===== config.mk =====
export PLATFORM = sky130hd
export DESIGN_NAME = path_name_condenser
export DESIGN_NICKNAME = d
export VERILOG_FILES = /design/src/rtl/core/pnc_pkg.sv /design/src/rtl/core/pnc_front.sv /design/src/rtl/core/pnc_queue.sv /design/src/rtl/core/pnc_back.sv /design/src/rtl/core/path_name_condenser.sv
export SDC_FILE = /design/constraint.sdc
export NUM_CORES = 1
export LEC_CHECK = 0
export BUFFER_PORTS_ARGS = -buffer_cell sky130_fd_sc_hd__buf_2
export CAP_MARGIN = 20
export CORE_UTILIZATION = 55
export CTS_BUF_LIST = sky130_fd_sc_hd__clkbuf_16
export DETAILED_ROUTE_END_ITERATION = 8
export GPL_TIMING_DRIVEN = 1
export PLACE_DENSITY_LB_ADDON = 0.2
export SETUP_SLACK_MARGIN = 0.1
export SKIP_CTS_REPAIR_TIMING = 1
export SYNTH_ARGS = -nofsm -noshare
export SYNTH_HDL_FRONTEND = slang
export SYNTH_SLANG_ARGS = --single-unit

===== constraint.sdc =====
create_clock -name clk -period 4.8 [get_ports clk]
set_input_delay 0.96 -clock clk [delete_from_list [all_inputs] [get_ports clk]]
set_output_delay 0.96 -clock clk [all_outputs]
set_load 0.01 [all_outputs]

===== src/rtl/core/pnc_pkg.sv =====
// shared types and constants for the path name condenser
// no dependencies; imported by every module of the block
package pnc_pkg;

  localparam logic [7:0] SEP_CHAR = 8'h2F;
  localparam logic [7:0] DOT_CHAR = 8'h2E;
  localparam logic [7:0] NUL_CHAR = 8'h00;

  localparam int CMD_SLOTS = 3;

  // one queued command: up to three output items made by one input byte
  typedef struct packed {
    logic [CMD_SLOTS-1:0][7:0] chars;  // chars[0] goes out first
    logic [1:0]                cnt;    // number of items, 1 to 3
    logic                      valid;  // 0 for a bare end marker
    logic                      last;   // last item closes the path
  } cmd_t;

endpackage


===== src/rtl/core/pnc_front.sv =====
// front end: scans path bytes and turns each byte that makes output into a queued command
// depends on pnc_pkg
module pnc_front (
  input  logic          clk,
  input  logic          rst,
  input  logic          net_root_enable,
  input  logic          in_fire,
  input  logic [7:0]    in_byte,
  input  logic          in_last,
  output logic          push,
  output pnc_pkg::cmd_t cmd
);
  import pnc_pkg::*;

  typedef enum logic [4:0] {
    PH_START     = 5'b00001,
    PH_LEAD_DOT  = 5'b00010,
    PH_NORMAL    = 5'b00100,
    PH_SLASH     = 5'b01000,
    PH_SLASH_DOT = 5'b10000
  } phase_t;

  phase_t     phase, phase_next;
  logic       began_slash, began_slash_next;
  logic       emitted_any;
  logic [1:0] n;
  logic [CMD_SLOTS-1:0][7:0] chars;
  logic       is_sep, is_dot, bare;

  assign is_sep = (in_byte == SEP_CHAR);
  assign is_dot = (in_byte == DOT_CHAR);

  always_comb begin
    n                = 2'd0;
    chars            = '0;
    phase_next       = phase;
    began_slash_next = began_slash;
    bare             = 1'b0;
    unique case (phase)
      PH_START: begin
        began_slash_next = is_sep;
        if (is_dot) begin
          phase_next = PH_LEAD_DOT;
        end else if (is_sep && !net_root_enable) begin
          phase_next = PH_SLASH;
        end else begin
          chars[0]   = in_byte;
          n          = 2'd1;
          phase_next = PH_NORMAL;
        end
      end
      PH_LEAD_DOT: begin
        phase_next = PH_NORMAL;
        if (!is_sep) begin
          chars[0] = DOT_CHAR;
          chars[1] = in_byte;
          n        = 2'd2;
        end
      end
      PH_SLASH: begin
        if (is_sep) begin
          phase_next = PH_SLASH;
        end else if (is_dot) begin
          phase_next = PH_SLASH_DOT;
        end else begin
          chars[0]   = SEP_CHAR;
          chars[1]   = in_byte;
          n          = 2'd2;
          phase_next = PH_NORMAL;
        end
      end
      PH_SLASH_DOT: begin
        if (is_sep) begin
          phase_next = PH_SLASH;
        end else begin
          chars[0]   = SEP_CHAR;
          chars[1]   = DOT_CHAR;
          chars[2]   = in_byte;
          n          = 2'd3;
          phase_next = PH_NORMAL;
        end
      end
      PH_NORMAL: begin
        if (is_sep) begin
          phase_next = PH_SLASH;
        end else begin
          chars[0] = in_byte;
          n        = 2'd1;
        end
      end
      default: begin
        phase_next = PH_START;
      end
    endcase

    // end of path fix-ups; each only applies when this byte made no items
    if (in_last) begin
      if (phase_next == PH_LEAD_DOT) begin
        chars[0] = DOT_CHAR;
        n        = 2'd1;
      end
      if (!emitted_any && n == 2'd0) begin
        chars[0] = began_slash_next ? SEP_CHAR : DOT_CHAR;
        n        = 2'd1;
      end
      if (n == 2'd0) begin
        chars[0] = NUL_CHAR;
        n        = 2'd1;
        bare     = 1'b1;
      end
    end
  end

  assign push      = in_fire && (n != 2'd0);
  assign cmd.chars = chars;
  assign cmd.cnt   = n;
  assign cmd.valid = !bare;
  assign cmd.last  = in_last;

  always_ff @(posedge clk) begin
    if (rst) begin
      phase       <= PH_START;
      began_slash <= 1'b0;
      emitted_any <= 1'b0;
    end else if (in_fire) begin
      if (in_last) begin
        phase       <= PH_START;
        began_slash <= 1'b0;
        emitted_any <= 1'b0;
      end else begin
        phase       <= phase_next;
        began_slash <= began_slash_next;
        emitted_any <= emitted_any | (n != 2'd0);
      end
    end
  end

endmodule


===== src/rtl/core/pnc_queue.sv =====
// small command queue between the scanner and the serialiser
// depends on pnc_pkg
module pnc_queue #(
  parameter int AW = 2
) (
  input  logic          clk,
  input  logic          rst,
  input  logic          push,
  input  pnc_pkg::cmd_t push_cmd,
  input  logic          pop,
  output pnc_pkg::cmd_t head,
  output logic          full,
  output logic          empty
);
  import pnc_pkg::*;

  localparam int DEPTH = 2 ** AW;

  cmd_t          slots [DEPTH];
  logic [AW:0]   wptr, rptr;

  assign empty = (wptr == rptr);
  assign full  = (wptr[AW] != rptr[AW]) && (wptr[AW-1:0] == rptr[AW-1:0]);
  assign head  = slots[rptr[AW-1:0]];

  always_ff @(posedge clk) begin
    if (push && !full) begin
      slots[wptr[AW-1:0]] <= push_cmd;
    end
  end

  always_ff @(posedge clk) begin
    if (rst) begin
      wptr <= '0;
      rptr <= '0;
    end else begin
      if (push && !full) begin
        wptr <= wptr + 1'b1;
      end
      if (pop && !empty) begin
        rptr <= rptr + 1'b1;
      end
    end
  end

endmodule


===== src/rtl/core/pnc_back.sv =====
// back end: walks the head command one item per cycle, while the output is not stalled, into the output register
// depends on pnc_pkg
module pnc_back (
  input  logic          clk,
  input  logic          rst,
  input  pnc_pkg::cmd_t head,
  input  logic          empty,
  output logic          pop,
  output logic          out_tvalid,
  input  logic          out_tready,
  output logic [7:0]    out_tdata,
  output logic          out_tuser,
  output logic          out_tlast
);
  import pnc_pkg::*;

  logic [1:0] idx;
  logic       load, take, at_end;

  assign load   = !out_tvalid || out_tready;
  assign take   = load && !empty;
  assign at_end = (idx == head.cnt - 2'd1);
  assign pop    = take && at_end;

  always_ff @(posedge clk) begin
    if (rst) begin
      out_tvalid <= 1'b0;
      idx        <= 2'd0;
    end else begin
      if (load) begin
        out_tvalid <= !empty;
      end
      if (take) begin
        idx <= at_end ? 2'd0 : idx + 2'd1;
      end
    end
  end

  always_ff @(posedge clk) begin
    if (take) begin
      out_tdata <= head.chars[idx];
      out_tuser <= head.valid;
      out_tlast <= head.last && at_end;
    end
  end

endmodule


===== src/rtl/core/path_name_condenser.sv =====
// path name condenser top level: register port, scanner, queue and serialiser
// depends on pnc_pkg, pnc_front, pnc_queue, pnc_back
//
// Takes one path byte per request and, while the queue is not full, one
// byte per cycle. Each byte turns into zero to three output items; those go
// into a queue of 2**QDEPTH_LOG2 commands and leave one item per cycle,
// while the consumer is ready, from the output register; input stalls only
// when the queue fills, behind a slow or stalled consumer or bytes that make
// several items. An accepted byte's first item passes through a queue slot
// and then the output register. tuser low marks a bare end marker (data zero,
// tlast high). net_root_enable is taken from the register port at address 0
// and is only sampled on the first byte of a path.
module path_name_condenser #(
  parameter int QDEPTH_LOG2 = 2
) (
  input  logic        clk,
  input  logic        rst,
  // apb register port
  input  logic        psel,
  input  logic        penable,
  input  logic        pwrite,
  input  logic [2:0]  paddr,
  input  logic [31:0] pwdata,
  output logic [31:0] prdata,
  output logic        pready,
  // input stream
  input  logic        s_axis_tvalid,
  output logic        s_axis_tready,
  input  logic [7:0]  s_axis_tdata,   // [7:0] in_byte
  input  logic        s_axis_tlast,
  // output stream
  output logic        m_axis_tvalid,
  input  logic        m_axis_tready,
  output logic [7:0]  m_axis_tdata,   // [7:0] out_byte
  output logic        m_axis_tuser,   // [0] out_valid
  output logic        m_axis_tlast
);
  import pnc_pkg::*;

  localparam logic REG_NET_ROOT = 1'b0;

  logic net_root_enable;
  logic in_fire, q_push, q_pop, q_full, q_empty;
  cmd_t push_cmd, head;

  // register port
  assign pready = 1'b1;
  assign prdata = (paddr[2] == REG_NET_ROOT) ? {31'd0, net_root_enable} : 32'd0;

  always_ff @(posedge clk) begin
    if (rst) begin
      net_root_enable <= 1'b0;
    end else if (psel && penable && pwrite && pready && paddr[2] == REG_NET_ROOT) begin
      net_root_enable <= pwdata[0];
    end
  end

  assign s_axis_tready = !q_full;
  assign in_fire       = s_axis_tvalid && s_axis_tready;

  pnc_front u_front (
    .clk             (clk),
    .rst             (rst),
    .net_root_enable (net_root_enable),
    .in_fire         (in_fire),
    .in_byte         (s_axis_tdata),
    .in_last         (s_axis_tlast),
    .push            (q_push),
    .cmd             (push_cmd)
  );

  pnc_queue #(
    .AW (QDEPTH_LOG2)
  ) u_queue (
    .clk      (clk),
    .rst      (rst),
    .push     (q_push),
    .push_cmd (push_cmd),
    .pop      (q_pop),
    .head     (head),
    .full     (q_full),
    .empty    (q_empty)
  );

  pnc_back u_back (
    .clk        (clk),
    .rst        (rst),
    .head       (head),
    .empty      (q_empty),
    .pop        (q_pop),
    .out_tvalid (m_axis_tvalid),
    .out_tready (m_axis_tready),
    .out_tdata  (m_axis_tdata),
    .out_tuser  (m_axis_tuser),
    .out_tlast  (m_axis_tlast)
  );

  // the closing byte of a path always queues a command
  a_last_queues: assert property (@(posedge clk) disable iff (rst)
    in_fire && s_axis_tlast |-> q_push)
    else $error("closing byte made no command");

  a_no_overflow: assert property (@(posedge clk) disable iff (rst)
    q_push |-> !q_full)
    else $error("command queue overflow");

  a_no_underflow: assert property (@(posedge clk) disable iff (rst)
    q_pop |-> !q_empty)
    else $error("command queue underflow");

  // a bare end marker carries zero and closes the path
  a_bare_marker: assert property (@(posedge clk) disable iff (rst)
    m_axis_tvalid && !m_axis_tuser |-> m_axis_tlast && m_axis_tdata == NUL_CHAR)
    else $error("bare end marker malformed");

endmodule

Word level (Yosys, flattened, before mapping)
Memory sizes are Yosys's and may differ from the RTL's. A register that Yosys moved wholly into a read port is not among the register bits.
Index checks and enable logic that the tools add are counted.
{"block": "op_classes", "n_addsub": 4, "magnitude_cmp": 1, "eq_ne": 12, "mux": 50, "n_bitwise": 2, "reduce_logical": 23}
{"cell": "two-way mux 8 bit", "n": 9}
{"cell": "two-way mux 16 bit", "n": 3}
{"cell": "one-hot mux 8 bit (5 select lines)", "n": 1}
{"cell": "two-way mux 2 bit", "n": 14}
{"cell": "two-way mux 5 bit", "n": 5}
{"cell": "one-hot mux 5 bit (5 select lines)", "n": 1}
{"cell": "two-way mux 24 bit", "n": 1}
{"cell": "one-hot mux 8 bit (3 select lines)", "n": 1}
{"cell": "binary-select mux 8 bit (select 2 bit)", "n": 1}
{"cell": "== test 8 x 6 -> 1 bit (second input constant)", "n": 2}
{"cell": "logical AND 1 bit", "n": 13}
{"cell": "two-way mux 1 bit", "n": 11}
{"cell": "== test 5 x 2 -> 1 bit (second input constant)", "n": 2}
{"cell": "one-hot mux 2 bit (5 select lines)", "n": 1}
{"cell": "two-way mux 4 bit", "n": 2}
{"cell": "adder 3 x 1 -> 3 bit (second input constant)", "n": 2}
{"cell": "zero test 1 bit", "n": 6}
{"cell": "== test 5 x 1 -> 1 bit (second input constant)", "n": 1}
{"cell": "== test 5 x 3 -> 1 bit (second input constant)", "n": 1}
{"cell": "== test 5 x 4 -> 1 bit (second input constant)", "n": 1}
{"cell": "== test 5 bit (second input constant)", "n": 1}
{"cell": "== test 2 bit", "n": 2}
{"cell": "zero test 2 bit", "n": 2}
{"cell": "== test 3 bit", "n": 1}
{"cell": "8 further kinds", "n": 8}
{"block": "totals", "ff_bits": 27, "mem_bits_rw": 112, "in_bits": 51, "out_inout_bits": 45, "elab_cells": 104, "n_memories": 1}
{"memory": "u_queue.slots", "depth": 4, "word_bits": 28, "read_ports": 1, "rd_ports_with_merged_regs": 1, "write_ports": 1, "line": "pnc_queue.sv:19", "source": "cmd_t slots [DEPTH];"}

Longest topological paths before layout
{"block": "logic_depth", "depth_word": 20, "ltp_mapped": 8, "ltp_nobuf": 6}

By module
Synthesis repeated with hierarchy kept, for this count alone.
{"block": "unflattened", "cells_unflattened": 456, "hier_area_um2": 6620.1}
{"module": "pnc_queue", "n_inst": 1, "cells_each": 214, "area_per_inst_um2": 4609.4, "seq_area_each_um2": 3523.4}
{"module": "pnc_front", "n_inst": 1, "cells_each": 140, "area_per_inst_um2": 1021.0, "seq_area_each_um2": 140.1}
{"module": "pnc_back", "n_inst": 1, "cells_each": 60, "area_per_inst_um2": 670.6, "seq_area_each_um2": 360.3}
{"module": "path_name_condenser", "n_inst": 1, "cells_each": 42, "area_per_inst_um2": 319.1, "seq_area_each_um2": 20.0}

Worst setup path before layout
OpenSTA, ideal clock, no wires.
{"block": "synth_timing", "path_type": "input to register", "startpoint": "input s_axis_tdata[0]", "endpoint": "memory u_queue.slots[0][0] in the netlist's numbering (enable)", "setup_ns": 0.387, "t_arrival_ns": 2.843, "required_ns": 4.413, "slack_ns": 1.569, "stages": 7, "n_path_buf": 2, "cell_sequence": "clkbuf_1 or4_1 o31a_1 buf_6 inv_6 o31a_2 and2_1"}
{"item": "start, declared", "line": "path_name_condenser.sv:29", "source": "input logic [7:0] s_axis_tdata,"}
{"item": "end, declared", "line": "pnc_queue.sv:19"}

==> summary.md <==
| Metric | Value |
|---|---|
| Share of cells above drive strength 1 | `roughly a quarter` |
| Kind of launch point of the worst setup path | `primary input` |
| Boundary pin count | `96` |
| Clock latency at the later pin of the worst-skew pair | `420 ps` |
| Combined global-route utilization of all metal layers | `22.1%` |
| Worst reg-to-reg path cell count | `6` |
| Final number of hold-violating endpoints | `0` |
| Post-synth cell types | `just under 60` |
| Critical path buffer and inverter count | `2` |
| Critical-path maximum fanout | `29` |
| Global-route wire length before repair | `around 19000 um` |
| Period Utilization, post-route | `roughly 66%` |
| Final period demand of the worst path | `between 3000 and 4000 ps` |
| Hold path startpoint | `u_front.began_slash` |
| Leakage power | `2.48 nW` |
| Final wirelength | `11900 um` |
| Yosys Warn Count | `0` |
| Vias per cell | `just under 6` |
| WP data arrival | `roughly 3500 ps` |
| Primary FF master, synth | `sky130_fd_sc_hd__edfxtp_1` |
| Antenna violations before repair | `0` |
| Worst endpoint required time | `between 5000 and 6000 ps` |
| Floorplan die area | `0.0120 mm^2` |
| Max-cap violations | `0` |
| Result of the run | `finished clean` |
| Master of the slowest instance on the critical path | `sky130_fd_sc_hd__o311a_2` |
| Cell-internal power | `about 2.7 mW` |
| DRC | `0` |
| Clock transition at the registers of the reported paths | `60 ps` |
| Netlist Area Pre-Place | `roughly 0.0064 mm^2` |
| Slew Limit Headroom | `about two fifths` |
| Area share of the leading cell type in the synthesized netlist | `57.5%` |
| Yosys reg bits | `between 100 and 150` |
| Routed wire per std cell | `~19 um` |
| Worst stage delay on the critical path | `roughly 700 ps` |
| Terminus of the critical flop-to-flop path | `u_queue.wptr[2]` |
| Die Height | `around 110 um` |
| Clock tree from TritonCTS | `done` |
| Highest Clock Rate | `about 320 MHz` |
| Final setup viols | `0` |
| Detailed-route via count | `around 3600` |
| Max clock buf depth | `2` |
| Post-Route Setup TNS | `0 ps` |
| Pre-Repair DR Iteration Count | `7` |
| Number of pins with negative max-slew slack in the final report | `0` |
| Worst r2r src | `u_front.phase[2]` |
| Worst path cell trace | `buf_2, and4b_1, and2_1, o31a_1, inv_6, o311a_2, mux2_4` |
| Unrepaired setup endpoints after global routing | `false` |
| Logic gate share of total power | `17.0%` |
| Core region area | `around 0.011 mm^2` |
| Clock tree root buffer cell | `sky130_fd_sc_hd__clkbuf_16` |
| Post-Synthesis Mean Instance Area | `roughly 15 um^2` |
| TritonCTS Buffers | `17` |
| IR drop worst, VDD | `0.000294 V` |
| CTS sink cnt | `approximately 140` |
| Final RePlAce weighted congestion | `between 0.8 and 0.9` |
| Commonest cells after routing, fill and taps aside | `sky130_fd_sc_hd__edfxtp_1 (122), sky130_fd_sc_hd__conb_1 (32), sky130_fd_sc_hd__buf_2 (30)` |
| Design Area, Final | `0.00712 mm^2` |
| Worst slew pin tran | `a little under 900 ps` |
| Fillers | `817` |
| Utilization of the core after routing | `64.3%` |
| Crit path capture type | `flip-flop` |
| Worst reg-to-reg setup slack | `1760 ps` |
| Pin count of the biggest net entering global routing | `30` |
| # diodes | `0` |
| Seq pwr share | `about 45%` |
| Number of standard cells in the final layout excluding fillers | `a little over 600` |
| Area Overhead vs Synth | `11.8%` |
| Placed Area | `0.00650 mm^2` |
| Number of global-route vias before repair | `~3500` |
| Initial Util | `roughly 58%` |
| Number of nets at the end of the flow | `between 500 and 600` |
| Area leader, netlist | `sky130_fd_sc_hd__edfxtp_1` |
| Clock skew | `around 17 ps` |
| Crit path kind | `primary input to flip-flop` |
| Switch Pwr | `roughly 0.9 mW` |
| Most frequent standard cell in the layout excluding fill and tap cells | `sky130_fd_sc_hd__edfxtp_1` |
| Count of port buffers added during placement | `30` |
| Largest cells by area after synthesis | `sky130_fd_sc_hd__edfxtp_1 (57%), sky130_fd_sc_hd__mux4_2 (9.9%), sky130_fd_sc_hd__dfxtp_1 (6.0%)` |
| Level count of the clock H-tree | `4` |
| Tightest Hold Check Type | `flip-flop to flip-flop` |
| Part of the power in the clock network | `between 30% and 40%` |
| Switching portion of total power | `roughly a quarter` |
| Async set-reset flop share out of synthesis | `0%` |
| Die Width | `roughly 110 um` |
| Post-Place Cells | `580` |
| HPWL Detailed | `around 7400 um` |
| Overflow left after global routing | `0` |
| DRC marker count from the first detailed-route iteration | `around 280` |
| Pre-CTS setup slack | `roughly 1300 ps` |
| Cells after synthesis | `430` |
| Hold Path End | `u_front.began_slash` |
| Worst hold stages | `2` |
| Power, Total | `between 3 and 4 mW` |
| Remaining antenna violation count after routing | `0` |
| Power density normalized to cell area | `roughly 500 mW/mm^2` |
| Post-route worst setup slack | `1640 ps` |
| Hold slack final | `approximately 500 ps` |
| EDFF count, synth | `approximately 120` |
| Row count | `38` |
| Largest delay share family, worst path | `compound AO/OA/AOI/OAI gates` |
| Portion of the post-synthesis area used by sequential elements | `between 60% and 70%` |
[per-layer routing]
metal	up-vias	GRT usage, %	wire length (um)
li1	1626	-	-
met1	1780	29.5	5200
met3	12	5.33	675
met4	0	9.05	159
met5	-	0	0
met2	139	35.2	5880
[worst max path at each step]
stage               startpoint  cells after the start  slack, ps                  end
2_1_floorplan  s_axis_tdata[0]                      7       1570  u_queue.slots[0][0]
3_3_place_gp   s_axis_tdata[4]                      7       1280      u_queue.wptr[2]
3_5_place_dp   s_axis_tdata[4]                      7       1250      u_queue.wptr[2]
4_1_cts        s_axis_tdata[4]                      7       1690      u_queue.wptr[2]
5_1_grt        s_axis_tdata[4]                      7       1570      u_queue.wptr[2]
6_report       s_axis_tdata[4]                      7       1640      u_queue.wptr[2]
[area by class of cell]
class / instances / area [um^2] / area share [%]
Clock buffer: 17 / 425 / 5.97
Timing Repair Buffer: 35 / 188 / 2.64
Tap cell: 140 / 175 / 2.46
Clock inverter: 15 / 195 / 2.74
Multi-Input combinational cell: 250 / 2030 / 28.6
Sequential cell: 141 / 4050 / 56.8
Inverter: 14 / 57.6 / 0.808
[sequential cells by signal, indices dropped and copies added, names as in the netlist, named ones only]
name                 count
u_back.out_tdata         8
u_back.idx               2
u_back.out_tuser         1
u_front.emitted_any      1
u_back.out_tvalid        1
net_root_enable          1
u_queue.slots          112
u_queue.wptr             3
u_front.phase            5
u_queue.rptr             3
u_back.out_tlast         1
u_front.began_slash      1
[cells in the mapped netlist (6+ instances only)]
cell type                    n
sky130_fd_sc_hd__o22ai_1     9
sky130_fd_sc_hd__nor2_1     20
sky130_fd_sc_hd__xnor2_1     6
sky130_fd_sc_hd__nand2_1    16
sky130_fd_sc_hd__inv_1      13
sky130_fd_sc_hd__and3_1      9
sky130_fd_sc_hd__buf_4      32
sky130_fd_sc_hd__o21ai_0    10
sky130_fd_sc_hd__dfxtp_1    19
sky130_fd_sc_hd__nor2b_1     9
sky130_fd_sc_hd__mux4_2     28
sky130_fd_sc_hd__clkbuf_1   11
sky130_fd_sc_hd__edfxtp_1  122
sky130_fd_sc_hd__nand3_1     7
sky130_fd_sc_hd__a21oi_1    10
sky130_fd_sc_hd__nor3_1      7
sky130_fd_sc_hd__and2_1     10
sky130_fd_sc_hd__nand2b_1    7
sky130_fd_sc_hd__mux2i_1    13
[power by group through the flow]
| stage | combinational (mW) | clock (mW) | sequential (mW) |
|---|---|---|---|
| floorplan | 0.497 | 0 | 1.56 |
| finish | 0.603 | 1.36 | 1.58 |
| global route | 0.659 | 1.43 | 1.61 |
| global placement | 0.604 | 0 | 1.61 |
| detailed placement | 0.611 | 0 | 1.61 |
| CTS | 0.612 | 1.37 | 1.59 |
[worst min-delay path: cells and delay by family, from the launching register on]
kind	cells	cell delay (ps)
compound gates	2	130
flops	1	310
[kinds of logic (layout without fill, tap and decap cells)]
family,count (synthesis),in the layout,synth area share (%)
other,2,32,0.118
multiplexers,45,45,12.7
flip-flops,141,141,63.5
buffers and inverters,69,81,6.38
AND/OR/NAND/NOR,108,108,9.62
XOR/XNOR,11,11,1.63
adder cells (fa/ha/maj),5,5,0.982
AO/OA/AOI/OAI,49,49,5.10
Note: power is estimated with default switching activity, not from simulation.
